[src/sv/xidpsp_pkg.sv]
// ----------------------------------------------------------------------------
// XID parameter parser package
// Transaction types and byte role codes shared by the parser files.
// ----------------------------------------------------------------------------
package xidpsp_pkg;

    localparam logic [1:0] ROLE_HEADER  = 2'd0;
    localparam logic [1:0] ROLE_EXTLEN  = 2'd1;
    localparam logic [1:0] ROLE_PAYLOAD = 2'd2;

    typedef struct packed {
        logic [7:0] msg_byte;
        logic       last_byte;
    } xidpsp_in_t;

    typedef struct packed {
        logic [1:0] byte_role;
        logic [4:0] param_type;
        logic [7:0] param_length;
        logic [7:0] payload_byte;
        logic       field_complete;
        logic       message_ok;
        logic       truncated;
    } xidpsp_out_t;

endpackage

[src/sv/xidpsp_parser.sv]
// ----------------------------------------------------------------------------
// XID parameter parser step
// Holds the field parse state and classifies one message byte per advance.
// ----------------------------------------------------------------------------
module xidpsp_parser
    import xidpsp_pkg::*;
(
    input  logic        aclk,
    input  logic        aresetn,
    input  logic        advance,
    input  xidpsp_in_t  item,
    output xidpsp_out_t result
);

    typedef enum logic [1:0] {
        PH_HEADER  = 2'd0,
        PH_EXTLEN  = 2'd1,
        PH_PAYLOAD = 2'd2
    } phase_t;

    phase_t     phase_reg, phase_next;
    logic [4:0] type_reg, type_next;
    logic [7:0] length_reg, length_next;
    logic [7:0] remain_reg, remain_next;
    logic [1:0] high_reg, high_next;

    logic [7:0] ext_len;
    logic [7:0] hdr_len;
    logic [7:0] remain_dec;
    logic       done;

    assign ext_len    = {high_reg, item.msg_byte[7:2]};
    assign hdr_len    = {6'd0, item.msg_byte[1:0]};
    assign remain_dec = (remain_reg != 8'd0) ? (remain_reg - 8'd1) : 8'd0;

    always_comb begin
        phase_next  = phase_reg;
        type_next   = type_reg;
        length_next = length_reg;
        remain_next = remain_reg;
        high_next   = high_reg;
        done        = 1'b0;
        result      = '0;

        unique case (phase_reg)
            PH_EXTLEN: begin
                result.byte_role    = ROLE_EXTLEN;
                result.param_length = ext_len;
                done                = (ext_len == 8'd0);
                length_next         = ext_len;
                remain_next         = ext_len;
                phase_next          = done ? PH_HEADER : PH_PAYLOAD;
            end
            PH_PAYLOAD: begin
                result.byte_role    = ROLE_PAYLOAD;
                result.param_length = length_reg;
                result.payload_byte = item.msg_byte;
                remain_next         = remain_dec;
                done                = (remain_dec == 8'd0);
                if (done) begin
                    phase_next = PH_HEADER;
                end
            end
            default: begin
                result.byte_role = ROLE_HEADER;
                type_next        = item.msg_byte[6:2];
                if (item.msg_byte[7]) begin
                    high_next   = item.msg_byte[1:0];
                    length_next = 8'd0;
                    remain_next = 8'd0;
                    phase_next  = PH_EXTLEN;
                end else begin
                    result.param_length = hdr_len;
                    done                = (hdr_len == 8'd0);
                    length_next         = hdr_len;
                    remain_next         = hdr_len;
                    phase_next          = done ? PH_HEADER : PH_PAYLOAD;
                end
            end
        endcase

        result.param_type     = type_next;
        result.field_complete = done;
        result.message_ok     = item.last_byte & done;
        result.truncated      = item.last_byte & ~done;
    end

    always_ff @(posedge aclk) begin
        if (!aresetn) begin
            phase_reg  <= PH_HEADER;
            type_reg   <= '0;
            length_reg <= '0;
            remain_reg <= '0;
            high_reg   <= '0;
        end else if (advance) begin
            if (item.last_byte) begin
                // drop all field state: the next byte opens a new message
                phase_reg  <= PH_HEADER;
                type_reg   <= '0;
                length_reg <= '0;
                remain_reg <= '0;
                high_reg   <= '0;
            end else begin
                phase_reg  <= phase_next;
                type_reg   <= type_next;
                length_reg <= length_next;
                remain_reg <= remain_next;
                high_reg   <= high_next;
            end
        end
    end

endmodule

[src/sv/xid_parameter_stream_parser_core.sv]
// ----------------------------------------------------------------------------
// XID parameter stream parser core
// Splits an XID message into parameter fields and tags every byte.
// ----------------------------------------------------------------------------
// The core takes one message byte per cycle while the result side is not
// stalled and returns one result transaction per byte. The byte lands in
// an input register at the accepting edge, then one pass of the field
// parser (header decode, extended length merge or payload countdown)
// writes the result register when the byte advances. The parser state
// advances only when a byte moves from the input register to the result
// register, so backpressure on the result side simply holds both
// registers; the input side stays ready while the input register is empty
// or the result register is free or being drained. A result with last_byte
// set reports message_ok or truncated and returns the parser to the header
// phase.
// ----------------------------------------------------------------------------
module xid_parameter_stream_parser_core
    import xidpsp_pkg::*;
(
    input  logic        aclk,
    input  logic        aresetn,

    input  logic        s_valid,
    output logic        s_ready,
    input  xidpsp_in_t  s_data,

    output logic        m_valid,
    input  logic        m_ready,
    output xidpsp_out_t m_data
);

    logic        in_valid_reg;
    xidpsp_in_t  in_data_reg;
    logic        out_valid_reg;
    xidpsp_out_t out_data_reg;

    xidpsp_out_t step_result;
    logic        advance;

    // Advance a byte through the parser when the result register is free
    // or is handing its transaction off in this cycle.
    assign advance = in_valid_reg && (!out_valid_reg || m_ready);
    assign s_ready = !in_valid_reg || advance;

    xidpsp_parser u_parser (
        .aclk    (aclk),
        .aresetn (aresetn),
        .advance (advance),
        .item    (in_data_reg),
        .result  (step_result)
    );

    // Input register: hold the byte until the parser consumes it.
    always_ff @(posedge aclk) begin
        if (!aresetn) begin
            in_valid_reg <= 1'b0;
        end else if (s_ready) begin
            in_valid_reg <= s_valid;
        end
    end

    always_ff @(posedge aclk) begin
        if (s_ready && s_valid) begin
            in_data_reg <= s_data;
        end
    end

    // Result register: load on advance, clear once taken with nothing behind.
    always_ff @(posedge aclk) begin
        if (!aresetn) begin
            out_valid_reg <= 1'b0;
        end else if (advance) begin
            out_valid_reg <= 1'b1;
        end else if (m_ready) begin
            out_valid_reg <= 1'b0;
        end
    end

    always_ff @(posedge aclk) begin
        if (advance) begin
            out_data_reg <= step_result;
        end
    end

    assign m_valid = out_valid_reg;
    assign m_data  = out_data_reg;

endmodule

[config.mk]
export PLATFORM = sky130hd
export DESIGN_NAME = xid_parameter_stream_parser_core
export DESIGN_NICKNAME = d
export VERILOG_FILES = /design/src/sv/xidpsp_pkg.sv /design/src/sv/xidpsp_parser.sv /design/src/sv/xid_parameter_stream_parser_core.sv
export SDC_FILE = /design/constraint.sdc
export NUM_CORES = 1
export LEC_CHECK = 0
export BUFFER_PORTS_ARGS = -buffer_cell sky130_fd_sc_hd__buf_2
export CORE_MARGIN = 3
export CORE_UTILIZATION = 44
export CTS_CLUSTER_SIZE = 28
export DETAILED_ROUTE_END_ITERATION = 16
export GPL_TIMING_DRIVEN = 0
export PLACE_DENSITY_LB_ADDON = 0.08
export SETUP_SLACK_MARGIN = 0.1
export SYNTH_ARGS = -nofsm -noshare
export SYNTH_HDL_FRONTEND = slang
export SYNTH_SLANG_ARGS = --single-unit
[constraint.sdc]
create_clock -name aclk -period 3.8 [get_ports aclk]
set_input_delay 0.38 -clock aclk [delete_from_list [all_inputs] [get_ports aclk]]
set_output_delay 0.38 -clock aclk [all_outputs]
set_load 0.02 [all_outputs]
Word level (Yosys, flattened, before mapping)
Index checks and enable logic that the tools add are counted.
{"block": "classes", "magnitude_cmp": 0, "n_addsub": 1, "multipliers": 0, "n_mux": 22, "div": 0, "eq_ne": 4, "bitwise": 3, "n_reduce_logical": 15, "shifts": 0}
{"op": "$pmux 8 s2", "n": 2}
{"op": "$logic_not 8->1", "n": 3}
{"op": "$mux 8", "n": 3}
{"op": "$mux 2", "n": 9}
{"op": "$mux 5", "n": 2}
{"op": "$pmux 2 s2", "n": 2}
{"op": "$reduce_bool 8->1", "n": 1}
{"op": "$sub 8x1->8 const B", "n": 1}
{"op": "$reduce_bool 2->1", "n": 2}
{"op": "$mux 1", "n": 3}
{"op": "$ne 3x2->1 const B", "n": 1}
{"op": "$reduce_and 3->1", "n": 1}
{"op": "$and 1x1->1", "n": 2}
{"op": "$eq 2x1->1 const B", "n": 1}
{"op": "$eq 2x2->1 const B", "n": 1}
{"op": "$logic_and 1x1->1", "n": 2}
{"op": "$logic_not 1->1", "n": 2}
{"op": "$logic_or 1x1->1", "n": 2}
{"op": "$ne 2x1->1 const B", "n": 1}
{"op": "$pmux 1 s2", "n": 1}
{"op": "$reduce_and 2->1", "n": 1}
{"op": "$reduce_or 2->1", "n": 1}
{"op": "$not 1->1", "n": 1}
{"block": "totals", "output_inout_bits": 28, "romBits": 0, "latch_bits": 0, "inputBits": 13, "word_cells": 61, "mem_count": 0, "regBits": 62, "ramBits": 0}

Longest topological paths before layout
Gate-level depths: netlist of the first run.
{"block": "logic_depth", "depth_word": 6, "mapped_depth": 9, "depth_no_buf": 7}

By module
A second synthesis of the first run with hierarchy kept.
{"block": "hier_totals", "cells_unflattened": 248, "hier_area_um2": 2826.5}
{"module": "xidpsp_parser", "seq_area_each_um2": 500.5, "area_per_inst_um2": 1671.6, "instances": 1, "cells_each": 204}
{"module": "xid_parameter_stream_parser_core", "seq_area_each_um2": 1091.0, "area_per_inst_um2": 1154.9, "instances": 1, "cells_each": 44}

Worst setup path before layout of the first run
Ideal clock, no wire load.
{"block": "synth_timing", "kind": "register to register", "startpoint": "reg u_parser.remain_reg[2]", "endpoint": "reg out_data_reg (netlist bit m_data[0]) (data pin)", "synth_period_minus_slack_ns": 2.022, "setup_slack_ns": 1.778, "path_stages_with_launch": 7, "setup_ns": 0.256, "arrival_time_ns": 1.767, "n_path_buf": 1, "required_time_ns": 3.544, "path_cell_list": "dfxtp_1 -> or4_1 -> buf_2 -> or3_1 -> o21ai_0 -> nand4_1 -> a41o_1"}
{"item": "from (decl)", "line": "xidpsp_parser.sv:24", "rtl": "logic [7:0] remain_reg, remain_next;"}
{"item": "from (signal assigned)", "line": "xidpsp_parser.sv:107", "rtl": "remain_reg <= remain_next;"}
{"item": "to (signal assigned)", "line": "xid_parameter_stream_parser_core.sv:81", "rtl": "out_data_reg <= step_result;"}
{"item": "to (decl)", "line": "xid_parameter_stream_parser_core.sv:35", "rtl": "xidpsp_out_t out_data_reg;"}

==> results.cfg, run 1 <==
[status]
status = completed

[global_routing]
grt_max_degree = 28
grt_pass1_vias = 2048
grt.overflow.total = 0
antenna_found_initial = 0
track_usage = 0.202
grt_pass1_wl_mm = 11.0

[cells_and_area]
final_nets = 324
num_antenna_cells = 0
area_delta_synth_final_pct = 17.2
fin_area_sq_mm = 0.00318
nFillCells = 522
largest_reg_flops = 26
layout-drive-gt1-share = 0.221

[detailed_routing]
ant_nets = 0
routed_via_density = 5.59
drc_errors = 0
drtIter0Drc = 187
drt-total-wl_mm = 6.62
drtPass1Iterations = 5
wire_per_inst_um = 17.2
vias = 2147

[clock_network]
hold_buffers = 0
cts_inserted_buffers = 9
clk_path_buf_depth = 2
cts_tree = yes
cts-root-buf = clkbuf_8
htreeDepth = 3
cts_setup_buffers = 0
cts_resized = 0
clock_latency_ns = 0.35
clkTransAtPathRegs_ns = 0.07
clock-sinks = 62

[critical_path]
r2r-end = m_data[2]
crit_end = m_data[2]
cp-end-kind = flop
rr_startpoint = u_parser.phase_reg[0]
crit_start = u_parser.phase_reg[0]
crit_type = flop to flop
reg2reg_slack_ns = 1.40
cp.required_ns = 3.88
cp-start-kind = flop
crit_fanout = 10
ff2ff_path_depth = 7
cp_data_arrival_time_ns = 2.49

[synthesis]
synth-edff-count = 35
synthTopCellsByArea = edfxtp_1, dfxtp_1, a21oi_1
yosysSeqAreaShare = 0.586
synthCells = 256
yosys-top-cells-count = edfxtp_1, nor2_1, dfxtp_1, a21oi_1, nand2_1
yosysTopAreaCell = edfxtp_1
ys_ff_latch = 62
ys_types = 39
syn_area_sq_mm = 0.00272
synth-main-ff-cell = edfxtp_1
ys_warn_count = 0
yosysTopAreaCellShare = 0.387
yosysMostFrequentCell = edfxtp_1
synth_nets = 273
async_reset_ff_frac = 0
syn_area_per_cell_sq_um = 10.6

[power_and_ir_drop]
leakage_nw = 1.19
ir_drop_v = 0.000249
power_density_mw_per_mm2 = 436

[sta]
fin_crit_sh = 0.632
setup_viol = 0
final_max_slew_viol_count = 0
rsz0062_at_grt = false
relSlewSlack = 0.274
period_minus_slack_ns = 2.40
finalHoldViolations = 0
fin_skew_ns = 0.00920
worst_slew_pin_slew_ns = 1.09
fin_hold_ws_ns = 0.205
setup_ws_ns = 1.40
fin_setup_tns_ns = 0
max_freq_mhz = 416

[place]
dpl_worst_slack_ns = 1.31
dp_hpwl_mm = 4.62
place_congestion = 0.879
placed_area_sq_mm = 0.00301
numPortBuffers = 40

[die]
core_sq_mm = 0.00574
dieWidth_um = 84.6
die_height_um = 84.6
initial_core_util = 0.473
io_pins = 41
dieArea_sq_mm = 0.00715
rows = 27

[flow_run]
max_cap_viol_count = 0

[hold_path]
worst_hold_path_type = primary input to flop
cells by family after synthesis:
family | after synthesis | synth area share
AO/OA/AOI/OAI | 66 | 0.152
multiplexers | 5 | 0.0207
flip-flops | 62 | 0.586
XOR/XNOR | 4 | 0.0129
adder cells (fa/ha/maj) | 4 | 0.0184
AND/OR/NAND/NOR | 89 | 0.172
buffers and inverters | 26 | 0.0373
critical path: stages (launching register included):
cell and delay (ns):
dfxtp_1 0.37, inv_1 0.06, ha_1 0.26, clkbuf_1 0.31, clkbuf_1 0.37, buf_1 0.44, o31ai_1 0.16, a21boi_0 0.16
worst min-delay path by stage:
stage	startpoint	to	cells after the start
global placement	u_parser.type_reg[1]	u_parser.type_reg[1]	2
detailed placement	u_parser.remain_reg[7]	u_parser.remain_reg[7]	2
finish	s_data[3]	in_data_reg[3]	1
CTS	s_data[3]	in_data_reg[3]	1
floorplan	u_parser.type_reg[0]	u_parser.type_reg[0]	2
global route	s_data[6]	in_data_reg[6]	1
stage by stage:
step | std cells | power (W) | utilization
2_1_floorplan | 256 | 0.000834 | -
3_3_place_gp | 368 | 0.000877 | 0.524
3_5_place_dp | 368 | 0.000879 | 0.524
4_1_cts | 384 | 0.00140 | 0.554
5_1_grt | 384 | 0.00145 | 0.554
6_report | 384 | 0.00139 | 0.554
routing by layer:
metal | global-route usage | routed length, um | vias up
met5 | 0 | 0 | -
met4 | 0.0906 | 133 | 0
met3 | 0.0402 | 498 | 10
met2 | 0.300 | 3000 | 97
met1 | 0.285 | 2990 | 1009
li1 | - | - | 1031
report_power, final:
| group | switching, W | leakage (nW) | internal (W) | total [W] |
|---|---|---|---|---|
| registers | 0.0000129 | 0.560 | 0.000734 | 0.000747 |
| logic | 0.0000792 | 0.537 | 0.0000379 | 0.000117 |
| clock network | 0.000257 | 0.0921 | 0.000269 | 0.000525 |
area by class of cell:
type | instances | area (sq um) | share of cell area
repair buffers | 40 | 200 | 0.0629
inverters | 10 | 37.5 | 0.0118
clock buffers | 12 | 155 | 0.0487
clock inverters | 4 | 22.5 | 0.00707
flip-flops and latches | 62 | 1590 | 0.500
multi-input cells | 168 | 1020 | 0.321
well taps | 72 | 90.1 | 0.0283
plain buffers | 16 | 63.8 | 0.0200
cells in the final DEF, fill, tap and decap left out, types with 2 or more instances in the layout:
cell and count:
a21boi_0 4, a21oi_1 23, a22oi_1 10, a32oi_1 2, and2_1 11, buf_1 2
buf_2 43, clkbuf_1 12, clkbuf_8 11, clkinv_2 3, dfxtp_1 27, edfxtp_1 35
ha_1 4, inv_1 9, mux2_2 5, nand2_1 21, nand2b_1 2, nand4_1 5
nor2_1 28, nor3_1 2, nor3b_1 6, nor4_1 2, o21a_1 3, o21ai_0 14
o31ai_1 3, or3_1 3, or4_1 3, or4_2 3, xnor2_1 3
Power figures use the tool's default switching activity.
==> run 2: changes to the inputs <==
--- a/config.mk
+++ b/config.mk
@@ -5,6 +5,7 @@
 export SDC_FILE = /design/constraint.sdc
 export NUM_CORES = 1
 export LEC_CHECK = 0
+export ABC_AREA = 1
 export BUFFER_PORTS_ARGS = -buffer_cell sky130_fd_sc_hd__buf_2
 export CORE_MARGIN = 3
 export CORE_UTILIZATION = 44
==> constraint.sdc (replaced) <==
create_clock -name aclk -period 2.2 [get_ports aclk]
set_input_delay 0.22 -clock aclk [delete_from_list [all_inputs] [get_ports aclk]]
set_output_delay 0.22 -clock aclk [all_outputs]
set_load 0.02 [all_outputs]
==> results.cfg, run 2 <==
[status]
status = completed

[clock_network]
clkTransAtPathRegs_ns = 0.07
clock_latency_ns = 0.33
clock-sinks = 62
htreeDepth = 3
cts_inserted_buffers = 9
cts_tree = yes
hold_buffers = 0
cts-root-buf = clkbuf_8
clk_path_buf_depth = 2
cts_setup_buffers = 0

[sta]
fin_skew_ns = 0.00830
max_freq_mhz = 538
setup_viol = 0
period_minus_slack_ns = 1.86
fin_setup_tns_ns = 0
fin_hold_ws_ns = 0.0617
finalHoldViolations = 0
setup_ws_ns = 0.340
worst_slew_pin_slew_ns = 0.627
final_max_slew_viol_count = 0
relSlewSlack = 0.581
fin_crit_sh = 0.846
rsz0062_at_grt = false

[power_and_ir_drop]
leakage_nw = 1.33
power_density_mw_per_mm2 = 847
ir_drop_v = 0.000459

[place]
place_congestion = 0.867
dpl_worst_slack_ns = 0.281
dp_hpwl_mm = 4.24
numPortBuffers = 40

[global_routing]
antenna_found_initial = 0
grt_pass1_vias = 2105
grt.overflow.total = 0
grt_pass1_wl_mm = 10.1
grt_max_degree = 31
track_usage = 0.180

[die]
dieWidth_um = 84.5
dieArea_sq_mm = 0.00714
core_sq_mm = 0.00574
die_height_um = 84.5
io_pins = 41
rows = 27
initial_core_util = 0.472

[detailed_routing]
routed_via_density = 4.94
wire_per_inst_um = 14.0
vias = 2101
drtPass1Iterations = 4
drtIter0Drc = 106
drt-total-wl_mm = 5.95
ant_nets = 0
drc_errors = 0

[cells_and_area]
final_nets = 365
layout_common_cells = nand2_1, buf_2, edfxtp_1
final_common_cell = nand2_1
area_delta_synth_final_pct = 19.6
layout-drive-gt1-share = 0.198
num_antenna_cells = 0
largest_reg_flops = 26

[critical_path]
cp_data_arrival_time_ns = 2.06
crit_type = flop to flop
crit_fanout = 10
cp.required_ns = 2.40
cp-end-kind = flop
cp-start-kind = flop

[synthesis]
syn_area_sq_mm = 0.00271
yosysSeqAreaShare = 0.587
ys_warn_count = 0
synth_compound_area_frac = 0.119
synth_nets = 314
synthTopCellsByArea = edfxtp_1, dfxtp_1, nand2_1
synthAdderAreaFrac = 0.0185
syn_area_per_cell_sq_um = 9.13
synth-xor-area-share = 0.00323
yosysTopAreaCellShare = 0.387
synth-main-ff-cell = edfxtp_1
synth_top_family_by_area = simple AND/OR/NAND/NOR gates
ys_ff_latch = 62
yosysMostFrequentCell = nand2_1
muxShareOfSynthArea = 0
yosysTopAreaCell = edfxtp_1
ys_types = 26
async_reset_ff_frac = 0
synth-edff-count = 35
synthCells = 297
yosys-top-cells-count = nand2_1, edfxtp_1, inv_1, dfxtp_1, nor2_1
synth-simple-area-share = 0.209

[hold_path]
worst_hold_path_type = primary input to flop

[flow_run]
max_cap_viol_count = 0
==> run 2: area by class of cell <==
cell class                 count  area [sq um]
sequential                    62          1590
inverter                      35           135
clock inverter                 6           110
fill                         542          2500
clock buffer                  10           128
timing repair buffer          40           200
tap                           72          90.1
multi-input combinational    190           948
buffer                        10          41.3
==> run 2: final timing paths <==
path                          from                     end  slack, ns  cells after the start
min reg2reg   u_parser.high_reg[1]    u_parser.high_reg[1]       0.49                      2
min                      s_data[6]          in_data_reg[6]       0.06                      1
max reg2reg  u_parser.phase_reg[0]  u_parser.length_reg[1]       0.34                      8
max          u_parser.phase_reg[0]  u_parser.length_reg[1]       0.34                      8
==> run 2: through the flow <==
step	cells	cell area, sq um	power [W]	utilization
2_1_floorplan	297	2710	0.00149	-
3_3_place_gp	409	3000	0.00157	0.523
3_5_place_dp	409	3000	0.00158	0.523
4_1_cts	425	3240	0.00277	0.564
5_1_grt	425	3240	0.00287	0.565
6_report	425	3240	0.00275	0.565
==> run 2: worst max-delay path, cell delays in order, from the launching register on <==
cell and delay [ns]:
dfxtp_1 0.36, inv_1 0.06, ha_1 0.37, buf_1 0.42, nand2_1 0.18, nand2_1 0.10, inv_1 0.06, a22oi_1 0.13
nor2_1 0.06
==> run 2: routing by layer <==
layer / part of all wire / global-route usage / vias to the layer above / wire length [um]
li1: - / - / 1094 / -
met3: 0.040 / 0.0540 / 2 / 237
met1: 0.48 / 0.240 / 966 / 2870
met4: 0.0044 / 0.0576 / 0 / 26
met5: 0 / 0 / - / 0
met2: 0.47 / 0.282 / 39 / 2820
==> run 2: report_power, final <==
part	internal, W	switching [W]	leakage, nW
sequential	0.00128	0.0000203	0.553
clock	0.000751	0.000445	0.114
combinational	0.0000743	0.000181	0.665
total	0.00210	0.000647	1.33
==> run 2: cells by family (layout without fill, tap and decap cells) <==
kind of cell	Yosys count	count (layout)
XOR/XNOR	1	1
flip-flops	62	62
buffers and inverters	45	101
adder cells (fa/ha/maj)	4	4
AO/OA/AOI/OAI	55	55
AND/OR/NAND/NOR	130	130
==> run 2: what timing repair did <==
| item | in CTS | in global routing |
|---|---|---|
| hold endpoints to repair | 0 | 0 |
| endpoints found under the setup margin | 0 | 2 |
| resized for setup | 0 | 1 |
==> run 3: changes to the inputs <==
--- a/config.mk
+++ b/config.mk
@@ -5,7 +5,7 @@
 export SDC_FILE = /design/constraint.sdc
 export NUM_CORES = 1
 export LEC_CHECK = 0
-export ABC_AREA = 1
+export ABC_AREA = 0
 export BUFFER_PORTS_ARGS = -buffer_cell sky130_fd_sc_hd__buf_2
 export CORE_MARGIN = 3
 export CORE_UTILIZATION = 44
==> constraint.sdc (replaced) <==
create_clock -name aclk -period 1.8 [get_ports aclk]
set_input_delay 0.18 -clock aclk [delete_from_list [all_inputs] [get_ports aclk]]
set_output_delay 0.18 -clock aclk [all_outputs]
set_load 0.02 [all_outputs]
==> results.cfg, run 3 (synthesized netlist as in run 1, its figures left out) <==
[status]
status = finished, violations left
violations = setup timing

[clock_network]
clkTransAtPathRegs_ns = 0.07
clk_path_buf_depth = 2
clock_latency_ns = 0.35
htreeDepth = 3
cts_inserted_buffers = 9
clock-sinks = 62
cts-root-buf = clkbuf_8
cts_tree = yes

[power_and_ir_drop]
ir_drop_v = 0.000484
leakage_nw = 1.31
power_density_mw_per_mm2 = 958
total_power_w = 0.00340

[critical_path]
ff2ff_path_depth = 6
crit_type = flop to flop
path_buf_inv = 1
crit_start = u_parser.remain_reg[3]
crit_path_cell_trace = or4_4 -> buf_6 -> or3_1 -> o21ai_1 -> nand4_1 -> a41o_1
crit_fanout = 6
rr_startpoint = u_parser.remain_reg[3]
critPathTopFamily = simple AND/OR/NAND/NOR gates
slowest_delay_ns = 0.51
cp.required_ns = 1.90
reg2reg_slack_ns = -0.25
cp-end-kind = flop
cp-start-kind = flop
cp_data_arrival_time_ns = 2.14
slowest_stage = or4_4
r2r-end = m_data[0]

[cells_and_area]
layout-drive-gt1-share = 0.377
fin_util = 0.619
area_delta_synth_final_pct = 30.8
layout_common_cells = buf_2, edfxtp_1, nor2_1
fin_area_sq_mm = 0.00355
final_nets = 333
num_antenna_cells = 0
final_common_cell = buf_2
fin_cells = 393
largest_reg_flops = 26

[place]
place_congestion = 0.919
dp_hpwl_mm = 4.39
placed_area_sq_mm = 0.00302
dp_cells = 368
numPortBuffers = 40

[hold_path]
min_from = s_data[3]
worst_hold_path_type = primary input to flop
worstHoldEndpoint = in_data_reg[3]
whs_path_depth = 1

[sta]
setup_ws_ns = -0.245
rsz0062_at_grt = true
fin_skew_ns = 0.00725
setup_viol = 13
worst_slew_pin_slew_ns = 0.589
fin_crit_sh = 1.14
final_max_slew_viol_count = 0
fin_setup_tns_ns = -1.97
finalHoldViolations = 0
relSlewSlack = 0.607
max_freq_mhz = 489
period_minus_slack_ns = 2.05

[detailed_routing]
drtIter0Drc = 174
routed_via_density = 5.62
vias = 2207
ant_nets = 0
drt-total-wl_mm = 6.89
drc_errors = 0
drtPass1Iterations = 5
wire_per_inst_um = 17.5

[die]
core_sq_mm = 0.00574
dieWidth_um = 84.6
dieArea_sq_mm = 0.00715
io_pins = 41
die_height_um = 84.6
rows = 27
initial_core_util = 0.473

[global_routing]
grt_max_degree = 15
grt_pass1_wl_mm = 11.0
grt.overflow.total = 0
grt_pass1_vias = 2131
antenna_found_initial = 0
track_usage = 0.199

[flow_run]
max_cap_viol_count = 0
==> run 3: cell count changes in the layout (fill, tap and decap cells not counted), sizes merged, moves of 4 or more <==
cell / previous run / this run
nand3: 16 / 0
and2: 0 / 11
buf: 44 / 53
a21boi: 0 / 4
clkbuf: 16 / 23
or4: 0 / 6
nor3b: 0 / 6
inv: 33 / 9
nand2: 80 / 21
mux2: 0 / 5
==> run 3: what timing repair did <==
action,4_1_cts,5_1_grt
gates resized for setup,39,24
cloned,1,0
endpoints found under the hold margin,0,1
setup endpoints to repair,69,37
pin swaps,14,9
hold buffers,0,1
buffers inserted,6,2
==> run 3: metal layers <==
layer | routed length (um) | vias to the layer above | part of all wire | global-route usage
met2 | 3210 | 102 | 0.47 | 0.300
met4 | 172 | 0 | 0.025 | 0.106
met3 | 568 | 18 | 0.082 | 0.0461
met5 | 0 | - | 0 | 0
met1 | 2940 | 1040 | 0.43 | 0.265
li1 | - | 1047 | - | -
==> run 3: layout make-up <==
cell class | instances | area [sq um]
well taps | 72 | 90.1
plain buffers | 15 | 90.1
clock buffers | 13 | 159
clock inverters | 3 | 90.1
inverters | 10 | 41.3
multi-input cells | 168 | 1170
repair buffers | 49 | 303
flip-flops and latches | 62 | 1610
fillers | 460 | 2190
repair inverters | 1 | 7.51
==> run 3: worst max-delay path by stage <==
stage / cells after the start / to
finish: 6 / m_data[0]
detailed placement: 6 / m_data[0]
global placement: 6 / m_data[0]
CTS: 6 / m_data[0]
floorplan: 6 / m_data[0]
global route: 6 / u_parser.phase_reg[0]
==> run 3: stage by stage <==
stage | hold WS [ns] | setup slack [ns]
after floorplan | 0.279 | -0.0901
after CTS | 0.00278 | -0.210
final | 0.00244 | -0.245
after global placement | 0.357 | -0.340
after detailed placement | 0.359 | -0.336
after global routing | 0.000864 | -0.312
==> run 3: power breakdown <==
| group | switching, W | total (W) | internal, W |
|---|---|---|---|
| Sequential | 0.0000305 | 0.00158 | 0.00155 |
| Clock | 0.000535 | 0.00153 | 0.000997 |
| Combinational | 0.000184 | 0.000293 | 0.000110 |
==> run 3: worst register-to-register path, cell delays in order (launching register included) <==
cell and delay (ns):
dfxtp_4 0.35, or4_4 0.51, buf_6 0.15, or3_1 0.30
o21ai_1 0.08, nand4_1 0.17, a41o_1 0.24
